`config.mk`:
```
export PLATFORM = sky130hd
export DESIGN_NAME = length_prefixed_block_deframer
export DESIGN_NICKNAME = d
export VERILOG_FILES = /design/src/sv/lpbd_pkg.sv /design/src/sv/lpbd_skid.sv /design/src/sv/length_prefixed_block_deframer.sv
export SDC_FILE = /design/constraint.sdc
export NUM_CORES = 1
export LEC_CHECK = 0
export ABC_AREA = 1
export BUFFER_PORTS_ARGS = -buffer_cell sky130_fd_sc_hd__buf_2
export CORE_ASPECT_RATIO = 1.25
export CORE_MARGIN = 4
export CORE_UTILIZATION = 55
export DETAILED_ROUTE_END_ITERATION = 10
export GPL_TIMING_DRIVEN = 0
export PLACE_DENSITY = 0.77
export SYNTH_ARGS = -nofsm -noshare
export SYNTH_HDL_FRONTEND = slang
export SYNTH_SLANG_ARGS = --single-unit
```
`constraint.sdc`:
```
create_clock -name clk -period 3.8 [get_ports clk]
set_input_delay 0.76 -clock clk [delete_from_list [all_inputs] [get_ports clk]]
set_output_delay 0.76 -clock clk [all_outputs]
set_load 0.02 [all_outputs]
```
`src/sv/lpbd_pkg.sv`:
```
// ----------------------------------------------------------------------------
// Length-prefixed block deframer package
// Shared constants and the output beat type.
// ----------------------------------------------------------------------------
`default_nettype none

package lpbd_pkg;

  // Block header layout.
  localparam int HDR_BYTES = 8;
  localparam int LEN_FIRST = 4;

  // Default clamp for the total block length.
  localparam int MAX_MSG_DEFAULT = 4096;

  // Result field widths.
  localparam int DATA_W  = 8;
  localparam int INDEX_W = 12;
  localparam int BLEN_W  = 13;

  // Stream widths: tdata holds data_byte, byte_index, block_length padded to
  // whole bytes; tuser holds block_start then length_valid.
  localparam int TDATA_FIELDS_W = DATA_W + INDEX_W + BLEN_W;
  localparam int TDATA_W        = ((TDATA_FIELDS_W + 7) / 8) * 8;
  localparam int TUSER_W        = 2;

  // Bit positions inside tdata and tuser.
  localparam int TDATA_INDEX_LSB = DATA_W;
  localparam int TDATA_BLEN_LSB  = DATA_W + INDEX_W;
  localparam int TUSER_START     = 0;
  localparam int TUSER_LVALID    = 1;

  // One output beat as it sits in the output buffer.
  typedef struct packed {
    logic               last;
    logic [TUSER_W-1:0] user;
    logic [TDATA_W-1:0] data;
  } beat_t;

endpackage

`default_nettype wire

```
`src/sv/lpbd_skid.sv`:
```
// ----------------------------------------------------------------------------
// Two-entry output buffer
// Holds a result register and a skid register so the producer may hand over
// a new request while the consumer stalls on the previous one.
// ----------------------------------------------------------------------------
`default_nettype none

module lpbd_skid #(
  parameter int WIDTH = 8
) (
  input  wire logic             clk,
  input  wire logic             rst,
  input  wire logic             in_valid,
  output logic                  in_ready,
  input  wire logic [WIDTH-1:0] in_data,
  output logic                  out_valid,
  input  wire logic             out_ready,
  output logic      [WIDTH-1:0] out_payload
);

  logic             skid_valid;
  logic [WIDTH-1:0] skid_data;

  assign in_ready = !skid_valid;

  always_ff @(posedge clk) begin
    if (rst) begin
      out_valid  <= 1'b0;
      skid_valid <= 1'b0;
    end else if (out_ready || !out_valid) begin
      // The result register is free this cycle: drain the skid first.
      if (skid_valid) begin
        out_valid  <= 1'b1;
        skid_valid <= 1'b0;
      end else begin
        out_valid <= in_valid;
      end
    end else if (in_valid && in_ready) begin
      skid_valid <= 1'b1;
    end
  end

  always_ff @(posedge clk) begin
    if (out_ready || !out_valid) begin
      if (skid_valid) begin
        out_payload <= skid_data;
      end else begin
        out_payload <= in_data;
      end
    end else if (in_valid && in_ready) begin
      skid_data <= in_data;
    end
  end

endmodule

`default_nettype wire

```
`src/sv/length_prefixed_block_deframer.sv`:
```
// ----------------------------------------------------------------------------
// Length-prefixed block deframer
// Splits a received byte stream into blocks framed by an 8-byte header.
// ----------------------------------------------------------------------------
// Each accepted byte yields exactly one registered result, and one byte
// is taken every cycle while the output side keeps up. The per-byte work is a
// block counter, a 32-bit length add and clamp on header byte 7, and a compare
// of the next index against the block length; a two-entry output buffer lets
// one more byte in while a result is stalled, after which s_tready drops.
// Header bytes 4 to 7 carry a big-endian length L, the block is L + 8 bytes
// long, and totals above MAX_MSG are clamped to MAX_MSG. A block ends on the
// byte whose index plus one reaches that total.
`default_nettype none

module length_prefixed_block_deframer
  import lpbd_pkg::*;
#(
  parameter int MAX_MSG = MAX_MSG_DEFAULT
) (
  input  wire logic               clk,
  input  wire logic               rst,
  input  wire logic               s_tvalid,
  output logic                    s_tready,
  input  wire logic [DATA_W-1:0]  s_tdata,   // [7:0] rx_byte
  output logic                    m_tvalid,
  input  wire logic               m_tready,
  output logic [TDATA_W-1:0]      m_tdata,   // [7:0] data_byte, [19:8] byte_index,
                                             // [32:20] block_length, rest zero
  output logic                    m_tlast,   // block_end
  output logic [TUSER_W-1:0]      m_tuser    // [0] block_start, [1] length_valid
);

  localparam int CW   = $clog2(MAX_MSG);
  localparam int LW   = $clog2(MAX_MSG + 1);
  localparam int IW   = CW + 1;
  localparam int ACCW = 32 - DATA_W;

  logic [CW-1:0]   byte_count;
  logic [ACCW-1:0] length_accum;
  logic [LW-1:0]   expected_length;

  logic            accept;
  logic            hdr_done;
  logic            in_len;
  logic            at_len_end;
  logic [31:0]     length_full;
  logic [32:0]     total;
  logic [LW-1:0]   clamped;
  logic [LW-1:0]   length_eff;
  logic            valid_len;
  logic            last_byte;
  logic [IW-1:0]   index_plus;
  logic            in_beat_ready;
  beat_t           in_beat;
  beat_t           out_beat;

  assign accept = s_tvalid && in_beat_ready;
  assign s_tready = in_beat_ready;

  assign hdr_done   = (expected_length != '0);
  assign in_len     = !hdr_done && (byte_count >= CW'(LEN_FIRST)) &&
                      (byte_count < CW'(HDR_BYTES));
  assign at_len_end = !hdr_done && (byte_count == CW'(HDR_BYTES - 1));

  // Header byte 7 completes the length; the total is formed without wrap.
  assign length_full = {length_accum, s_tdata};
  assign total       = {1'b0, length_full} + 33'(HDR_BYTES);
  assign clamped     = (total > 33'(MAX_MSG)) ? LW'(MAX_MSG) : total[LW-1:0];
  assign length_eff  = at_len_end ? clamped : expected_length;
  assign valid_len   = (length_eff != '0);

  assign index_plus = IW'(byte_count) + IW'(1);
  assign last_byte  = valid_len && (index_plus >= IW'(length_eff));

  always_comb begin
    in_beat                                           = '0;
    in_beat.data[DATA_W-1:0]                          = s_tdata;
    in_beat.data[TDATA_INDEX_LSB +: INDEX_W]          = INDEX_W'(byte_count);
    in_beat.data[TDATA_BLEN_LSB +: BLEN_W]            = BLEN_W'(length_eff);
    in_beat.user[TUSER_START]                         = (byte_count == '0);
    in_beat.user[TUSER_LVALID]                        = valid_len;
    in_beat.last                                      = last_byte;
  end

  always_ff @(posedge clk) begin
    if (rst) begin
      byte_count      <= '0;
      length_accum    <= '0;
      expected_length <= '0;
    end else if (accept) begin
      if (last_byte) begin
        byte_count      <= '0;
        length_accum    <= '0;
        expected_length <= '0;
      end else begin
        byte_count      <= index_plus[CW-1:0];
        expected_length <= length_eff;
        if (in_len) begin
          length_accum <= length_full[ACCW-1:0];
        end
      end
    end
  end

  lpbd_skid #(
    .WIDTH ($bits(beat_t))
  ) u_skid (
    .clk         (clk),
    .rst         (rst),
    .in_valid    (s_tvalid),
    .in_ready    (in_beat_ready),
    .in_data     (in_beat),
    .out_valid   (m_tvalid),
    .out_ready   (m_tready),
    .out_payload (out_beat)
  );

  assign m_tdata = out_beat.data;
  assign m_tuser = out_beat.user;
  assign m_tlast = out_beat.last;

endmodule

`default_nettype wire

```
; Yosys cells after proc, flatten, opt, wreduce, memory -nomap -nowiden
; Cells that the tools add are included.
[totals]
register_bits = 123
output_inout_bits = 45
[op_classes]
reduce_logical = 16
add_sub_neg = 2
n_mux = 8
n_eq_ne = 1
n_lt_le_gt_ge = 4
bitwise = 1
[ops]
columns = operator, n
row1 = $mux W24, 2
row2 = $mux W43, 1
row3 = $mux W13, 3
row4 = $add A32 B4 Y33 const B, 1
row5 = $gt A33 B13 Y1 const B, 1
row6 = $reduce_bool A13 Y1, 2
row7 = $add A12 B1 Y13 const B, 1
row8 = $ge A13 B13 Y1, 1
row9 = $eq A12 B3 Y1 const B, 1
row10 = $ge A12 B3 Y1 const B, 1
row11 = $logic_not A12 Y1, 1
row12 = $lt A12 B4 Y1 const B, 1
row13 = $mux W12, 1
row14 = $logic_and A1 B1 Y1, 5
row15 = $reduce_and A2 Y1, 2
row16 = $logic_not A1 Y1, 3
row17 = $reduce_bool A2 Y1, 1
row18 = $reduce_or A2 Y1, 1
row19 = $logic_or A1 B1 Y1, 1
row20 = $mux W1, 1
row21 = $not A1 Y1, 1

; Depth between registers and ports, before layout
; Gate-level depths: netlist of the first run.
[logic_depth]
depth_word = 8
ltp_mapped = 33

; Cells and area by module
; A second synthesis of the first run with hierarchy kept.
[unflattened]
hier_cells = 882
area_unflattened_um2 = 7234.4
[by_module_without_submodules]
columns = module, cells_each, seq_area_each_um2, area_each_um2, n_inst
row1 = length_prefixed_block_deframer, 645, 980.9, 3992.6, 1
row2 = lpbd_skid, 237, 2622.5, 3241.9, 1

; Worst setup path after synthesis of the first run
; No wires, ideal clock.
[synth_timing]
path_type = input to register
startpoint = input port s_tdata[3]
endpoint = register length_accum[0]
n_path_buf = 3
arrival_ns = 3.973
setup_ns = 0.113
setup_slack_ns = -0.286
stages = 32
path_cell_list = ha_1 -> inv_2 -> nor2_4 -> nand3_4 -> nor2_4 -> nand2_1 -> nand2_1 -> nand2_1 -> nor2_1 -> nand2_1 -> nor2_2 -> buf_4 -> nand4_1 -> nand2_1 -> inv_1 -> ha_1 -> nand2_1 -> nor2_1 -> o21a_1 -> o21a_1 -> nor2_1 -> o21a_1 -> o21a_1 -> o21ai_0 -> nand2_1 -> nand2_1 -> nand2_4 -> nand2_4 -> buf_8 -> buf_12 -> a21oi_2 -> nor2_1
[synth_rtl]
columns = element, line
row1 = "start, declared", length_prefixed_block_deframer.sv:24  ; input wire logic [DATA_W-1:0] s_tdata,
row2 = "end signal, assigned", length_prefixed_block_deframer.sv:99  ; length_accum <= length_full[ACCW-1:0];
row3 = "end, declared", length_prefixed_block_deframer.sv:39  ; logic [ACCW-1:0] length_accum;

==> impl_metrics.ini, run 1 <==
[synth]
yosysTopAreaCell = edfxtp_1
ys_seq_area_frac = 0.4527
netlist.area_leader.share = 0.3075
synth_cell_types = 40
syn_area_per_cell_um2 = 7.883
syn-cell-area_um2 = 7032
synth_top_family_by_area = simple AND/OR/NAND/NOR gates
ys_seq_elements = 123
yosys.area_share.simple = 0.3187
ys_top_cells_by_area = edfxtp_1 31%, dfxtp_1 15%, nand2_1 12%, nor2_1 5.8%, nand3_1 5.0%
ys_warn_count = 0
yosys.area_share.adder = 0.02847
synthXorXnorAreaFrac = 0.02616
synth_cells = 892
synthMuxAreaShare = 0
synth_compound_area_frac = 0.08719

[timing]
fin_crit_sh = 1.090
holdWs_ps = 469.9
period_needed_ps = 4140
worst_pin_slew_ps = 956.6
skew_ps = 11.37
setup_viol = 51
finalHoldViolCount = 0
slew_violations = 0
fmax_mhz = 241.5
rsz0062_at_grt = yes
setup_slack_ps = -340.2
slew_headroom = 0.3599

[grt]
met1_usage = 0.2996
grt_use_met3 = 0.04622
grt-busiest-layer = met2
grt_max_degree = 40
met2_usage = 0.5058
overflow = 0
grtUsageTotal = 0.2773
antenna_found_initial = 0
grt_pass1_vias = 6473
grt_pass1_wl_mm = 31.35

[setup_path]
worstPathRequired_ps = 4090
cp_max_fo = 9
rrSetupSlack_ps = -330
crit_type = in2reg
cp_num_buf_inv = 8
crit_path_max_incr_delay_ps = 200
worstPathArrival_ps = 4430
critPathTopFamily = simple AND/OR/NAND/NOR gates
cp_slowest_cell = nor2_4
endpoint_kind = register
start_kind = input pin
path_common_cell = nand2_1

[placed_design]
globalplace.congestion = 0.9435
port_buffers = 48
hpwl_mm = 13.38
placed_area_um2 = 7581

[layout]
syn_to_final_growth_pct = 30.23
finish.instance_area_um2 = 9158
fin_nets = 1044
fillers = 828
drive_gt1_frac = 0.3013
n_antenna_cell = 0

[drt]
routed_wl_mm = 20.46
vias = 6643
route.detailed.wl_per_inst_um = 17.15
drtIter0Drc = 437
detail_route.drc_violations = 0
vias_per_cell = 5.568
first_pass_iters = 5
antenna_left = 0

[clocking]
cts_hold_buf = 0
clock_latency_ps = 430
numCtsBuffers = 17
clk_pin_slew_ps = 60
ctsHtreeMaxLevel = 4
cts_tree = built
ctsRootBufferMaster = clkbuf_16
numClockSinks = 123
cts_buffer_depth = 2

[die]
die_area_um2 = 14670
core_area_um2 = 12330
die_x_um = 109.1
rows = 45
start_util = 0.5703
die_h_um = 134.4
io_pins = 57

[worst_hold_path]
holdCritPathClass = reg2reg

[power]
total_power_mw = 3.391
peakVddDrop_uv = 278.7
p_per_area_nw_per_um2 = 370.2
static-leakage-power_nw = 3.728

[run_status]
violations = negative setup slack
status = finished with violations

[run]
maxCapViolations = 0
power breakdown:
| part | switching (mW) | internal (mW) |
|---|---|---|
| clock network | 0.633 | 0.964 |
| logic | 0.213 | 0.118 |
| registers | 0.0184 | 1.44 |
path summary, 6_finish.rpt:
| kind | from | to | cells past startpoint |
|---|---|---|---|
| worst max-delay path | s_tdata[7] | expected_length[2] | 33 |
| worst min-delay path | expected_length[11] | expected_length[11] | 2 |
| worst min register to register | expected_length[11] | expected_length[11] | 2 |
| worst max register to register | length_accum[1] | expected_length[2] | 32 |
timing repair:
action / 4_1_cts / 5_1_grt
gates resized for setup: 102 / 56
cloned: 5 / 1
pin swaps: 44 / 35
buffers inserted: 37 / 8
endpoints found under the setup margin: 51 / 51
cell usage after synthesis:
cell / instances
nand3_1: 70
nand3_2: 2
nor3b_1: 1
dfxtp_1: 51
xor2_1: 17
nor3_2: 2
o21bai_1: 1
and2_1: 1
dlygate4sd1_1: 1
a21oi_2: 21
nor2_1: 108
a211oi_1: 1
edfxtp_1: 72
o21ai_0: 34
inv_1: 84
buf_2: 8
inv_2: 3
conb_1: 1
clkinv_1: 2
a21boi_0: 1
nand3_4: 1
nand2_1: 231
nor4_1: 3
nand3b_1: 4
a21oi_1: 36
buf_4: 14
nor2_2: 13
a21o_1: 1
o21a_1: 4
a31oi_1: 3
ha_1: 16
clkbuf_1: 17
nand2_2: 14
nor3_1: 12
nor2_4: 7
buf_8: 1
buf_12: 2
nand2_4: 3
xnor2_1: 4
nand4_1: 25
cells in the final DEF (no fill, tap or decap), drive strengths merged, types with 16 or more instances in the layout:
master / Yosys / final
nand2: 248 / 248
nor2: 128 / 128
buf: 25 / 123
inv: 87 / 90
nand3: 73 / 73
edfxtp: 72 / 72
a21oi: 57 / 57
dfxtp: 51 / 51
clkbuf: 17 / 36
o21ai: 34 / 34
nand4: 25 / 25
xor2: 17 / 17
ha: 16 / 16
state kept, by name (all words and copies together) (netlist names):
register            cells
u_skid.out_payload     36
u_skid.skid_valid       1
length_accum           24
u_skid.skid_data       36
expected_length        13
u_skid.out_valid        1
byte_count             12
metal layers:
metal | vias to the layer above | wire [um]
met5 | - | 0
met4 | 0 | 1209
met3 | 98 | 1075
met2 | 279 | 10700
met1 | 3088 | 7469
li1 | 3178 | -
area by class of cell:
cell class	instances	area, um^2	share of cell area
Tap cell	164	205.2	0.02241
Buffer	42	322.8	0.03525
Timing Repair Buffer	100	794.5	0.08676
Inverter	89	336.6	0.03675
Clock inverter	14	143.9	0.01571
Sequential cell	123	3226	0.3522
Clock buffer	18	429.2	0.04686
Multi-Input combinational cell	643	3700	0.4040
metrics by stage:
step | cells | setup slack [ps] | TNS [ps] | utilization
4_1_cts | 1185 | -184.4 | -6104 | 0.7171
5_1_grt | 1193 | -640.2 | -30180 | 0.7427
3_5_place_dp | 1111 | -1130 | -52480 | 0.6148
3_3_place_gp | 1110 | -1270 | -96010 | 0.6126
6_report | 1193 | -340.2 | -14790 | 0.7427
2_1_floorplan | 898 | -188.5 | -4528 | -
tightest hold or removal path: stages, from the launching register on:
cell and delay (ps):
dfxtp_1 310, nand2_1 60, a21oi_1 50
cells by family after synthesis:
kind of cell | after synthesis
flops | 123
buf+inv | 132
fa+ha+maj | 16
simple gates | 497
xor+xnor | 21
compound gates | 102
other cells | 1
Note: power is estimated with default switching activity, not from simulation.
==> inputs of run 2 (changes only) <==
--- a/config.mk
+++ b/config.mk
@@ -9,10 +9,9 @@
 export BUFFER_PORTS_ARGS = -buffer_cell sky130_fd_sc_hd__buf_2
 export CORE_ASPECT_RATIO = 1.25
 export CORE_MARGIN = 4
-export CORE_UTILIZATION = 55
+export CORE_UTILIZATION = 30
 export DETAILED_ROUTE_END_ITERATION = 10
 export GPL_TIMING_DRIVEN = 0
-export PLACE_DENSITY = 0.77
 export SYNTH_ARGS = -nofsm -noshare
 export SYNTH_HDL_FRONTEND = slang
 export SYNTH_SLANG_ARGS = --single-unit
==> run 2 against run 1 <==
- the flow still finishes with violations (negative setup slack)
- count of clock-buffer cells in the layout down 1
- largest power group unchanged
- critical endpoint is now length_accum[8]
- critical path type unchanged
- register-to-register slack gained 60 ps
- routed wire length is 0.46% lower
==> impl_metrics.ini, run 2 (synthesis gave the netlist of run 1 again) <==
[setup_path]
worstPathArrival_ps = 4420
cp_num_buf_inv = 5
endpoint_kind = register
crit_type = in2reg
crit_path_max_incr_delay_ps = 250
path_common_cell = nor2_4
cp_slowest_cell = ha_4
cp_max_fo = 7
start_kind = input pin
critPathTopFamily = simple AND/OR/NAND/NOR gates
worstPathRequired_ps = 4110

[timing]
setup_slack_ps = -303.9
fin_crit_sh = 1.080
period_needed_ps = 4104
finalHoldViolCount = 0
fmax_mhz = 243.7
rsz0062_at_grt = yes
setup_viol = 51
slew_violations = 0
worst_pin_slew_ps = 936.1
slew_headroom = 0.3737
skew_ps = 8.794
setup_tns_ps = -9534

[clocking]
cts_tree = built
ctsRootBufferMaster = clkbuf_16
ctsHtreeMaxLevel = 4
numCtsBuffers = 17
clk_pin_slew_ps = 60
numClockSinks = 123
clock_latency_ps = 420
cts_buffer_depth = 2

[power]
static-leakage-power_nw = 3.621
peakVddDrop_uv = 339.9
p_per_area_nw_per_um2 = 365.6

[grt]
grt_pass1_wl_mm = 32.26
grt_pass1_vias = 6286
grtUsageTotal = 0.1581
antenna_found_initial = 0
overflow = 0
grt_max_degree = 40

[layout]
final_cell_mix = 210 x nand2_1, 90 x nor2_1, 81 x inv_1
n_antenna_cell = 0
final_common_cell = nand2_1
drive_gt1_frac = 0.2892
fin_nets = 1028
multi_input_area_um2 = 3696
fillers = 2298
seqCellArea_um2 = 3208
largestRegisters = u_skid.out_payload x36, u_skid.skid_data x36, length_accum x24
syn_to_final_growth_pct = 29.79
finish.instance_area_um2 = 9126

[worst_hold_path]
holdCritPathClass = reg2reg

[run]
maxCapViolations = 0

[placed_design]
port_buffers = 48
globalplace.congestion = 0.8478
placed_area_um2 = 7744
hpwl_mm = 14.53

[drt]
vias_per_cell = 4.900
route.detailed.wl_per_inst_um = 15.65
dr_wl_met3_um = 795
met2WireLength_mm = 10.53
first_pass_iters = 4
detail_route.drc_violations = 0
drt-met1-wl_mm = 8.180
drtIter0Drc = 370
highest_layer = met4
vias = 6375
routed_wl_mm = 20.37
antenna_left = 0

[run_status]
status = finished with violations
violations = negative setup slack

[die]
start_util = 0.3052
rows = 62
core_area_um2 = 23040
die_area_um2 = 25970
die_h_um = 179.2
die_x_um = 144.9
io_pins = 57
## run 2: worst min-delay path, delay by kind of cell (launching register included)
| family | cells | cell delay, ps |
|---|---|---|
| compound gates | 1 | 60 |
| flops | 1 | 310 |
| simple gates | 1 | 60 |
## run 2: area by class of cell
type / count / share of cell area
Buffer: 41 / 0.03400
Clock buffer: 17 / 0.04661
Clock inverter: 15 / 0.01357
Inverter: 89 / 0.03688
Multi-Input combinational cell: 643 / 0.4050
Sequential cell: 123 / 0.3515
Tap cell: 288 / 0.03948
Timing Repair Buffer: 85 / 0.07294
## run 2: metal layers
metal	track usage	up-vias
met2	0.2903	156
met3	0.02933	49
li1	-	3150
met5	0	-
met1	0.1762	3020
met4	0.07960	0
## run 2: where the power goes
group          leakage, nW  internal, mW  switching, mW
registers             1.16          1.45         0.0188
logic                 2.19         0.121          0.218
clock network        0.265         0.895          0.634
## run 2: what timing repair did
item | CTS | global route
pin swaps | 27 | 58
gates cloned | 2 | 2
buffers inserted | 24 | 10
resized for setup | 93 | 51
endpoints found under the hold margin | 0 | 0
hold buffers | 0 | 0
setup endpoints to repair | 51 | 51
## run 2: path summary, 6_finish.rpt
check | startpoint | end | slack (ps) | depth (start not counted)
worst min-delay path | expected_length[0] | expected_length[0] | 470 | 2
worst max-delay path | s_tdata[4] | length_accum[8] | -300 | 32
worst max register to register | length_accum[4] | length_accum[8] | -270 | 30
worst min register to register | expected_length[0] | expected_length[0] | 470 | 2
## run 2: metrics by stage
stage	worst slack, ps	std cells	hold slack (ps)	util	power (mW)
2_1_floorplan	-188.5	898	445.3	-	1.685
3_3_place_gp	-1561	1234	453.1	0.3346	1.778
3_5_place_dp	-1220	1235	460.0	0.3361	1.783
4_1_cts	-230.1	1292	466.1	0.3836	3.342
5_1_grt	-516.2	1301	493.4	0.3961	3.460
6_report	-303.9	1301	472.2	0.3961	3.337
